[src/rtl/ssbm_pkg.sv]
// ----------------------------------------------------------------------------
// ssbm_pkg
// Types and constants of the SAD stereo block matcher.
// ----------------------------------------------------------------------------
package ssbm_pkg;

   localparam int MAX_WIDTH_DEF  = 1024;
   localparam int MAX_HALF_DEF   = 4;
   localparam int DISP_RANGE_DEF = 64;

   localparam int PIX_W    = 8;
   localparam int WIDTH_W  = 11;
   localparam int ROW_W    = 12;
   localparam int HALF_W   = 3;
   localparam int DISP_W   = 6;
   localparam int COST_W   = 15;
   localparam int COST_CAP = (1 << COST_W) - 1;

   localparam int CSR_AW = 5;
   localparam int CSR_DW = 32;

   localparam logic [WIDTH_W-1:0] WIDTH_RST  = 11'd640;
   localparam logic [ROW_W-1:0]   HEIGHT_RST = 12'd480;
   localparam logic [HALF_W-1:0]  HALF_RST   = 3'd2;
   localparam logic [DISP_W-1:0]  DMIN_RST   = 6'd0;
   localparam logic [DISP_W-1:0]  DMAX_RST   = 6'd63;

   // register index = byte address / 4
   localparam logic [2:0] REG_IMAGE_WIDTH   = 3'd0;
   localparam logic [2:0] REG_IMAGE_HEIGHT  = 3'd1;
   localparam logic [2:0] REG_WINDOW_HALF   = 3'd2;
   localparam logic [2:0] REG_MIN_DISPARITY = 3'd3;
   localparam logic [2:0] REG_MAX_DISPARITY = 3'd4;

   typedef struct packed {
      logic [PIX_W-1:0] left_pixel;
      logic [PIX_W-1:0] right_pixel;
      logic             start_of_frame;
   } ssbm_req_type;

   typedef struct packed {
      logic [DISP_W-1:0] disparity;
      logic [COST_W-1:0] best_cost;
      logic              end_of_row;
      logic              end_of_frame;
   } ssbm_rsp_type;

   typedef struct packed {
      logic clear;
      logic accum;
      logic shift;
   } ssbm_cell_ctrl_type;

   typedef enum logic [2:0] {
      ST_IDLE,
      ST_SWEEP,
      ST_DRAIN,
      ST_SCAN,
      ST_FINISH
   } ssbm_state_type;

endpackage

[src/rtl/ssbm_cell.sv]
// ----------------------------------------------------------------------------
// ssbm_cell
// One disparity cell: right pixel tap plus SAD accumulator, both chained.
// ----------------------------------------------------------------------------
module ssbm_cell #(
   parameter int SUM_W = 17
) (
   input  logic                           clock,
   input  ssbm_pkg::ssbm_cell_ctrl_type   ctrl,
   input  logic [ssbm_pkg::PIX_W-1:0]     left_pix,
   input  logic [ssbm_pkg::PIX_W-1:0]     prev_pix,
   input  logic [SUM_W-1:0]               prev_sum,
   output logic [ssbm_pkg::PIX_W-1:0]     pix_out,
   output logic [SUM_W-1:0]               sum_out
);
   import ssbm_pkg::*;

   logic [PIX_W-1:0] pix_ff;
   logic [SUM_W-1:0] sum_ff;
   logic [SUM_W-1:0] sum_in;
   logic [PIX_W-1:0] diff;

   assign diff = (left_pix > pix_ff) ? left_pix - pix_ff : pix_ff - left_pix;

   always_comb begin
      priority if (ctrl.clear) begin
         sum_in = '0;
      end else if (ctrl.shift) begin
         sum_in = prev_sum;
      end else if (ctrl.accum) begin
         sum_in = sum_ff + SUM_W'(diff);
      end else begin
         sum_in = sum_ff;
      end
   end

   always_ff @(posedge clock) begin
      pix_ff <= prev_pix;
      sum_ff <= sum_in;
   end

   assign pix_out = pix_ff;
   assign sum_out = sum_ff;

endmodule

[config.mk]
export PLATFORM = sky130hd
export DESIGN_NAME = ssbm_cell
export DESIGN_NICKNAME = d
export VERILOG_FILES = /design/src/rtl/ssbm_pkg.sv /design/src/rtl/ssbm_cell.sv
export SDC_FILE = /design/constraint.sdc
export NUM_CORES = 1
export LEC_CHECK = 0
export ABC_AREA = 1
export CAP_MARGIN = 20
export CELL_PAD_IN_SITES_DETAIL_PLACEMENT = 1
export CELL_PAD_IN_SITES_GLOBAL_PLACEMENT = 1
export CORE_ASPECT_RATIO = 0.9
export CORE_MARGIN = 2
export CORE_UTILIZATION = 46
export CTS_BUF_LIST = sky130_fd_sc_hd__clkbuf_4 sky130_fd_sc_hd__clkbuf_8
export CTS_CLUSTER_SIZE = 28
export DETAILED_ROUTE_END_ITERATION = 12
export DONT_BUFFER_PORTS = 1
export PLACE_DENSITY_LB_ADDON = 0.1
export SETUP_SLACK_MARGIN = 0.05
export SLEW_MARGIN = 10
export SYNTH_ARGS = -nofsm -noshare
export SYNTH_HDL_FRONTEND = slang
export SYNTH_SLANG_ARGS = --single-unit
[constraint.sdc]
create_clock -name clock -period 3.7 [get_ports clock]
set_clock_uncertainty 0.2 [all_clocks]
set_input_delay 0.74 -clock clock [delete_from_list [all_inputs] [get_ports clock]]
set_output_delay 0.74 -clock clock [all_outputs]
set_load 0.02 [all_outputs]
==> metrics, run 1 <==
pwr/cell area=369 mW/mm²; CTS tree=yes; DR vias/cell=5.36; Yosys reg bits=25; Min-Delay Path Class=in -> reg; Slew Viols, Final=0; Synth cell types=38; detailed-route wire length per cell=15.1 µm; GR Util All Layers=23.7%; switch share=43.3%; # hold bufs at CTS=0; Combinational Power Share=43.4%; period utilisation layout=90.1%; M2 GR Usage=37.4%; Rows=24; pre-CTS WS=-0.00828 ns; WP data arrival=3.35 ns; Most Crowded Layer GR=met2; synth-to-layout area growth=4.68%; FILL cells=687; Clock H-tree levels=1; final WL=6370 µm; Die ar.=0.00583 mm²; area of the multi-input gates=0.00163 mm²; Final WS setup=0.367 ns; Setup CP Type=in -> reg; Synth Cell Area=0.00241 mm²; Crit. End Element=flop; Clk Latency, worst-skew pair=0.28 ns; Worst Tran Pin Value=0.455 ns; Max Cap Viol=0; Antenna Nets Post-Route=0; fin nets=423; r2r endpoint=sum_out[14]$_SDFFE_PP0P_; Die H=72.6 µm; initial antenna violation count=0; min cycle time layout=3.33 ns; worst flop-to-flop path startpoint=pix_out[3]$_DFF_P_; Hold Fails Final Rpt=0; largest net degree at the start of global routing=20; fin area=0.00252 mm²; Leak=0.00129 µW; Critical Path End=sum_out[14]$_SDFFE_PP0P_; sequential standard cell area=503 µm²; status=completed; synthesized area per cell=6.71 µm²; worst path required time=3.72 ns; Cell Area, Placed=0.00246 mm²; clock share of power=19.8%; r2r setup slk=0.40 ns; post-synthesis sequential area ratio=20.8%; reg2reg path depth=19; die width=80.3 µm; most used flip-flop cell after synthesis=dfxtp_1; Flop pwr share=36.7%; met1 usage=34.9%; Sink Count=25; RSZ-0062 raised after global routing=no; most frequent cells in the layout=nand2_1, inv_1, nand3_1; Power Total=930 µW; initial DRC count=132; Reg clk slew, reported paths=0.10 ns; Synth Warn #=0; Post-synth EDFFs=0; syn_nets=423; Detailed Place HPWL=5270 µm; routability cong.=0.873; worst setup path start=left_pix[3]; maximum vdd drop=0.276 mV; core area=0.00495 mm²; Cells after Synth=359; routed vias=2,266; Top-Level Pins=62; Worst slew margin=69.6%; CTS max path bufs=2; DRC=0; Psw=403 µW; Initial Util=48.6%; Critical Path Fanout Max=9; Antenna diodes=0; CP startpoint kind=primary input; fin cells=423; internal power=527 µW; met3 layer usage reported by global route=3.71%; asr flop ratio synth=0%; most common cell after layout, fill and taps aside=nand2_1; vias in the first global route=2,296; DR pass1 iterations=4; cts bufs inserted=3; Fmax achieved=300 MHz; PortBufs=0; share of layout cells above drive strength 1=11.7%; endpoints failing setup=0; Placed Instances=419; gr ovfl total=0; Clock Tree Root=clkbuf_8; first-pass GRT wire length=10,800 µm; final hold slack=0.272 ns
## synthesized netlist by cell type, types with 3 or more instances
master	n	share of area, %
nand2_2	3	0.78
nand3b_1	3	0.94
nand3_1	28	5.8
nand4_1	3	0.78
a22oi_1	13	4.1
a21oi_1	22	4.6
a21oi_2	4	1.5
inv_2	7	1.1
a31oi_1	3	0.78
nor2_1	12	1.9
dfxtp_1	25	21
fa_1	3	2.5
clkbuf_1	3	0.47
o21ai_1	3	0.62
inv_1	53	8.3
nand2_1	106	17
ha_1	24	12
nor2_2	3	0.78
xor2_1	14	5.1
## routing by layer
| metal | part of all wire (%) | vias to the layer above |
|---|---|---|
| li1 | - | 1152 |
| met1 | 52 | 1048 |
| met2 | 42 | 62 |
| met3 | 5.0 | 4 |
| met4 | 0.58 | 0 |
| met5 | 0 | - |
## critical path, cell delays in order
cell	delay [ns]
inv_1	0.03
ha_1	0.40
a21oi_1	0.26
nand2_1	0.13
nand2_1	0.10
o211ai_2	0.10
nand2_4	0.14
nand2_1	0.07
nand2_1	0.07
inv_1	0.04
ha_1	0.34
nand2_1	0.12
nand2_1	0.08
a21oi_1	0.15
nand2_1	0.12
nand2_1	0.13
nand2_1	0.07
nand2_1	0.06
nand3_1	0.06
a21oi_1	0.13
## worst min path at each step
stage | startpoint | endpoint | slack [ns] | cells past startpoint
global placement | sum_out[2]$_SDFFE_PP0P_ | sum_out[2]$_SDFFE_PP0P_ | 0.41 | 2
detailed placement | sum_out[2]$_SDFFE_PP0P_ | sum_out[2]$_SDFFE_PP0P_ | 0.41 | 2
CTS | prev_pix[6] | pix_out[6]$_DFF_P_ | 0.27 | 0
finish | prev_pix[7] | pix_out[7]$_DFF_P_ | 0.27 | 0
floorplan | sum_out[2]$_SDFFE_PP0P_ | sum_out[2]$_SDFFE_PP0P_ | 0.38 | 2
global route | prev_pix[6] | pix_out[6]$_DFF_P_ | 0.26 | 0
## power groups by stage
stage	combinational, µW	sequential (µW)	clock (µW)
global placement	392	347	0
finish	404	342	185
CTS	405	342	190
global route	461	346	197
detailed placement	401	348	0
floorplan	317	340	0
## sequential cells by signal, indices dropped and copies added, names as in the netlist
signal and flops:
pix_out 8, sum_out 17
## layout make-up
class / instances / share of cell area, %
Timing Repair Buffer: 3 / 0.894
Tap cell: 65 / 3.23
Multi-Input combinational cell: 265 / 64.8
Clock buffer: 4 / 1.94
Inverter: 61 / 9.19
Sequential cell: 25 / 20.0
## stage by stage
| stage | TNS, ns | util (%) |
|---|---|---|
| 2_1_floorplan | 0 | - |
| 3_3_place_gp | 0 | 49.7 |
| 3_5_place_dp | -0.0102 | 49.7 |
| 4_1_cts | 0 | 50.7 |
| 5_1_grt | 0 | 50.9 |
| 6_report | 0 | 50.9 |
## timing repair
action,CTS,global route
setup buffers,0,0
setup endpoints to repair,0,10
gates resized for setup,0,4
## logic make-up after synthesis
logic type               share of synthesized area (%)
AO/OA/AOI/OAI                                     14.9
buffers and inverters                             11.6
AND/OR/NAND/NOR                                   32.3
adder cells (fa/ha/maj)                           15.0
flip-flops                                        20.8
XOR/XNOR                                          5.46
Power figures use the tool's default switching activity.
==> inputs of run 2 (changes only) <==
--- a/config.mk
+++ b/config.mk
@@ -6,13 +6,14 @@
 export NUM_CORES = 1
 export LEC_CHECK = 0
 export ABC_AREA = 1
+export ABC_CLOCK_PERIOD_IN_PS = 3700
 export CAP_MARGIN = 20
 export CELL_PAD_IN_SITES_DETAIL_PLACEMENT = 1
 export CELL_PAD_IN_SITES_GLOBAL_PLACEMENT = 1
 export CORE_ASPECT_RATIO = 0.9
 export CORE_MARGIN = 2
 export CORE_UTILIZATION = 46
-export CTS_BUF_LIST = sky130_fd_sc_hd__clkbuf_4 sky130_fd_sc_hd__clkbuf_8
+export CTS_BUF_LIST = sky130_fd_sc_hd__clkbuf_8
 export CTS_CLUSTER_SIZE = 28
 export DETAILED_ROUTE_END_ITERATION = 12
 export DONT_BUFFER_PORTS = 1
==> run 2 against run 1 <==
Net effect:
- final cell count is the same
- sequential power about the same
- via count is essentially flat
- clock power down 5%
==> metrics, run 2 (synthesis gave the netlist of run 1 again) <==
maximum vdd drop=0.275 mV; core area=0.00495 mm²; status=completed; synth-to-layout area growth=4.52%; first-pass GRT wire length=10,800 µm; Setup CP Type=in -> reg; Min-Delay Path Class=in -> reg; Clock Tree Root=clkbuf_8; PortBufs=0; final WL=6340 µm; Clock H-tree levels=1; Antenna Nets Post-Route=0; CP max stage cell=fa_2; initial DRC count=111; worst setup path start=left_pix[0]; worst path cell trace=inv_1 > ha_1 > inv_1 > fa_2 > nand3_1 > nand2_1 > nand2_1 > o211ai_2 > nand2_4 > o21ai_1 > o21ai_1 > inv_1 > ha_1 > buf_4 > nand3_1 > nand3_1 > nand2_1 > nand3_4 > nand3_1 > nand3_2 > a21oi_2; Die H=72.6 µm; period utilisation layout=89.9%; CP startpoint kind=primary input; r2r endpoint=sum_out[16]$_SDFFE_PP0P_; min cycle time layout=3.33 ns; # Post-CTS Setup Buffers=0; CTS tree=yes; CP delay by family, top=simple AND/OR/NAND/NOR gates; pwr/cell area=366 mW/mm²; r2r setup slk=0.42 ns; CP peak stage delay=0.38 ns; most frequent cells in the layout=nand2_1, inv_1, nand3_1; Reg clk slew, reported paths=0.10 ns; Worst Tran Pin Value=0.446 ns; routability cong.=0.873; Sink Count=25; DR vias/cell=5.35; Leak=0.00129 µW; switch share=43.8%; GR Util All Layers=23.6%; largest net degree at the start of global routing=20; share of layout cells above drive strength 1=11.5%; initial antenna violation count=0; Buf/Inv on CP=4; clock share of power=19.0%; DR pass1 iterations=4; Fmax achieved=301 MHz; Hold Crit Depth=0; Top-Level Pins=62; WP depth=21; Worst slew margin=70.2%; Psw=403 µW; Crit. End Element=flop; RSZ-0062 raised after global routing=no; endpoints failing setup=0; cts bufs inserted=3; Critical Path Fanout Max=9; CTS max path bufs=2; reg2reg path depth=18; Finished Core Util=50.8%; final hold slack=0.271 ns; worst flop-to-flop path startpoint=pix_out[3]$_DFF_P_; WP data arrival=3.34 ns; routed vias=2,264; Max Cap Viol=0; worst path required time=3.72 ns; Clk Latency, worst-skew pair=0.28 ns; Initial Util=48.6%; gr ovfl total=0; Die ar.=0.00583 mm²; Slew Viols, Final=0; Flop pwr share=37.1%; Combinational Power Share=43.9%; Hold Fails Final Rpt=0; Antenna diodes=0; internal power=518 µW; Rows=24; DRC=0; Critical Path End=sum_out[16]$_SDFFE_PP0P_; most common cell after layout, fill and taps aside=nand2_1; die width=80.3 µm; most used cell, CP=nand3_1; vias in the first global route=2,297; max reg flops=17; detailed-route wire length per cell=15.0 µm; Detailed Place HPWL=5270 µm; fin nets=423
-- run 2: area by class of cell --
cell class	count	area, µm²
clock buffers	3	41.3
clock inverters	1	3.75
fillers	690	2440
inverters	61	231
multi-input cells	265	1630
flip-flops and latches	25	503
well taps	65	81.3
repair buffers	3	22.5
-- run 2: how the worst min path moves through the flow --
| stage | startpoint | endpoint | slack, ns |
|---|---|---|---|
| 2_1_floorplan | sum_out[2]$_SDFFE_PP0P_ | sum_out[2]$_SDFFE_PP0P_ | 0.38 |
| 3_3_place_gp | sum_out[2]$_SDFFE_PP0P_ | sum_out[2]$_SDFFE_PP0P_ | 0.41 |
| 3_5_place_dp | sum_out[2]$_SDFFE_PP0P_ | sum_out[2]$_SDFFE_PP0P_ | 0.41 |
| 4_1_cts | prev_pix[6] | pix_out[6]$_DFF_P_ | 0.27 |
| 5_1_grt | prev_pix[6] | pix_out[6]$_DFF_P_ | 0.26 |
| 6_report | prev_pix[7] | pix_out[7]$_DFF_P_ | 0.27 |
-- run 2: per-layer routing --
layer  vias up  global-route usage (%)  wire length (µm)
li1       1153                       -                 -
met1      1042                    34.9              3190
met2        65                    37.2              2670
met3         4                    3.71               436
met4         0                    3.39                37
met5         -                       0                 0
-- run 2: timing repair --
action                     4_1_cts  5_1_grt
hold buffers                     0        0
hold endpoints to repair         0        0
resized for setup                0        4
setup endpoints to repair        0        9
-- run 2: metrics by stage --
stage                     power, µW  TNS, ns  worst slack, ns  std cells  area (µm²)
final                           920        0            0.375        423        2520
after global routing            995        0           0.0997        423        2520
after CTS                       928        0            0.218        423        2510
after detailed placement        749  -0.0102         -0.00828        419        2460
after global placement          740        0           0.0879        419        2460
after floorplan                 657        0            0.332        359        2410
-- run 2: worst reg2reg max path, cell delays in order, from the launching register on --
cell      delay [ns]
dfxtp_1         0.47
ha_1            0.38
a21oi_1         0.26
nand2_1         0.13
nand2_1         0.10
o211ai_2        0.10
nand2_4         0.14
o21ai_1         0.08
o21ai_1         0.10
inv_1           0.07
ha_1            0.28
buf_4           0.15
nand3_1         0.07
nand3_1         0.13
nand2_1         0.17
nand3_4         0.10
nand3_1         0.09
nand3_2         0.08
a21oi_2         0.12
-- run 2: power by group through the flow --
| stage | logic [µW] | registers [µW] | clock network [µW] |
|---|---|---|---|
| final | 404 | 342 | 175 |
| after global routing | 461 | 346 | 188 |
| after CTS | 405 | 342 | 182 |
| after detailed placement | 401 | 348 | 0 |
| after global placement | 392 | 347 | 0 |
| after floorplan | 317 | 340 | 0 |
==> inputs of run 3 (changes only) <==
==> constraint.sdc (replaced) <==
create_clock -name clock -period 3.7 [get_ports clock]
set_clock_uncertainty 0.2 [all_clocks]
set_input_delay 0.74 -clock clock [delete_from_list [all_inputs] [get_ports clock]]
set_output_delay 0.74 -clock clock [all_outputs]
set_load 0.01 [all_outputs]
==> run 3 against run 2 <==
Net effect:
- worst setup slack got worse by 0.090 ns
- combinational power barely moved
- power fell by 1.8%
- sequential power fell by 4%
- non-clock buffer count fell by 1
- final area fell by 0.35%
- clock power barely moved
- highest routed layer unchanged
==> metrics, run 3 (synthesis gave the netlist of run 1 again) <==
status=completed; Clock Tree Root=clkbuf_8; die width=80.3 µm; CP peak stage delay=0.38 ns; endpoints failing setup=0; CTS tree=yes; WP depth=22; final WL=6600 µm; PortBufs=0; Antenna Nets Post-Route=0; Leak=0.00129 µW; Rows=24; first-pass GRT wire length=11,100 µm; Top-Level Pins=62; pwr/cell area=360 mW/mm²; DR pass1 iterations=4; min cycle time layout=3.41 ns; Reg clk slew, reported paths=0.10 ns; largest net degree at the start of global routing=20; Clock H-tree levels=1; Cell Area, Placed=0.00246 mm²; Antenna diodes=0; routability cong.=0.854; Hold Fails Final Rpt=0; Hold Crit Depth=0; Min-Delay Path Class=in -> reg; most frequent cells in the layout=nand2_1, inv_1, nand3_1; Setup CP Type=in -> reg; initial antenna violation count=0; Initial Util=48.6%; cts bufs inserted=3; gr ovfl total=0; Max Cap Viol=0; # hold bufs at CTS=0; post-CTS sizing=0; worst path cell trace=inv_1 > ha_1 > inv_1 > fa_2 > nand3_1 > nand2_1 > nand2_1 > o211ai_2 > nand2_4 > nand2_1 > nand2_1 > inv_1 > ha_1 > nand2_1 > nand2_1 > a21oi_1 > nand2_2 > nand2_1 > nand2_1 > nand2_1 > nand3_1 > a21oi_1; CP startpoint kind=primary input; CP delay by family, top=simple AND/OR/NAND/NOR gates; maximum vdd drop=0.176 mV; worst path required time=3.70 ns; RSZ-0062 raised after global routing=no; fin nets=422; Die ar.=0.00583 mm²; Buf/Inv on CP=3; # Post-CTS Setup Buffers=0; max reg flops=17; synth-to-layout area growth=4.16%; most common cell after layout, fill and taps aside=nand2_1; DR vias/cell=5.37; Slew Viols, Final=0; Clk Latency, worst-skew pair=0.28 ns; detailed-route wire length per cell=15.6 µm; WP data arrival=3.42 ns; share of layout cells above drive strength 1=10.9%; CP max stage cell=fa_2; routed vias=2,268; GR Util All Layers=24.4%; reg2reg path depth=21; most used cell, CP=nand2_1; DRC=0; Critical Path Fanout Max=9; Crit. End Element=flop; Detailed Place HPWL=5370 µm; Fmax achieved=293 MHz; Sink Count=25; setup_tns=0 ns; Worst slew margin=69.4%; fin area=0.00251 mm²; Worst Tran Pin Value=0.458 ns; core area=0.00495 mm²; vias in the first global route=2,358; Die H=72.6 µm; CTS max path bufs=2; period utilisation layout=92.3%; initial DRC count=85
==> run 3: power breakdown <==
| group | switching, µW | leakage [µW] | internal, µW | total [µW] |
|---|---|---|---|---|
| sequential | 36.8 | 0.000208 | 290 | 327 |
| clock | 96.0 | 0.0000255 | 75.7 | 172 |
| combinational | 255 | 0.00105 | 150 | 405 |
| total | 388 | 0.00129 | 515 | 903 |
==> run 3: metal layers <==
| metal | global-route usage (%) | up-vias | part of all wire (%) |
|---|---|---|---|
| met2 | 38.6 | 59 | 43 |
| li1 | - | 1152 | - |
| met1 | 35.4 | 1053 | 51 |
| met4 | 4.52 | 0 | 0.74 |
| met3 | 4.08 | 4 | 4.8 |
| met5 | 0 | - | 0 |
==> run 3: worst reg2reg max path, delay by kind of cell, from the launching register on <==
family | cells | cell delay (ns)
compound gates | 3 | 0.47
fa+ha+maj | 3 | 0.93
buf+inv | 2 | 0.11
flops | 1 | 0.41
simple gates | 13 | 1.18
==> run 3: cell type report <==
class	instances	area, µm²
flip-flops and latches	25	500
multi-input cells	265	1630
inverters	61	231
clock buffers	3	41.3
fillers	686	2450
well taps	65	81.3
clock inverters	1	5.00
repair buffers	2	15.0
==> run 3: per-stage QoR <==
| step | std cells | hold WS [ns] | setup WS (ns) | total power [µW] | utilization (%) |
|---|---|---|---|---|---|
| 2_1_floorplan | 359 | 0.323 | 0.333 | 641 | - |
| 3_3_place_gp | 418 | 0.350 | 0.105 | 718 | 49.6 |
| 3_5_place_dp | 418 | 0.358 | -0.0685 | 730 | 49.6 |
| 4_1_cts | 422 | 0.263 | 0.200 | 914 | 50.5 |
| 5_1_grt | 422 | 0.257 | 0.0348 | 981 | 50.6 |
| 6_report | 422 | 0.275 | 0.285 | 903 | 50.6 |
==> run 3: path summary, 6_finish.rpt <==
path                                               from  slack, ns                  endpoint
worst max-delay path                        left_pix[0]       0.29  sum_out[14]$_SDFFE_PP0P_
worst min-delay path                        prev_pix[4]       0.27        pix_out[4]$_DFF_P_
worst max register to register       pix_out[0]$_DFF_P_       0.33  sum_out[14]$_SDFFE_PP0P_
worst min register to register  sum_out[2]$_SDFFE_PP0P_       0.37   sum_out[2]$_SDFFE_PP0P_
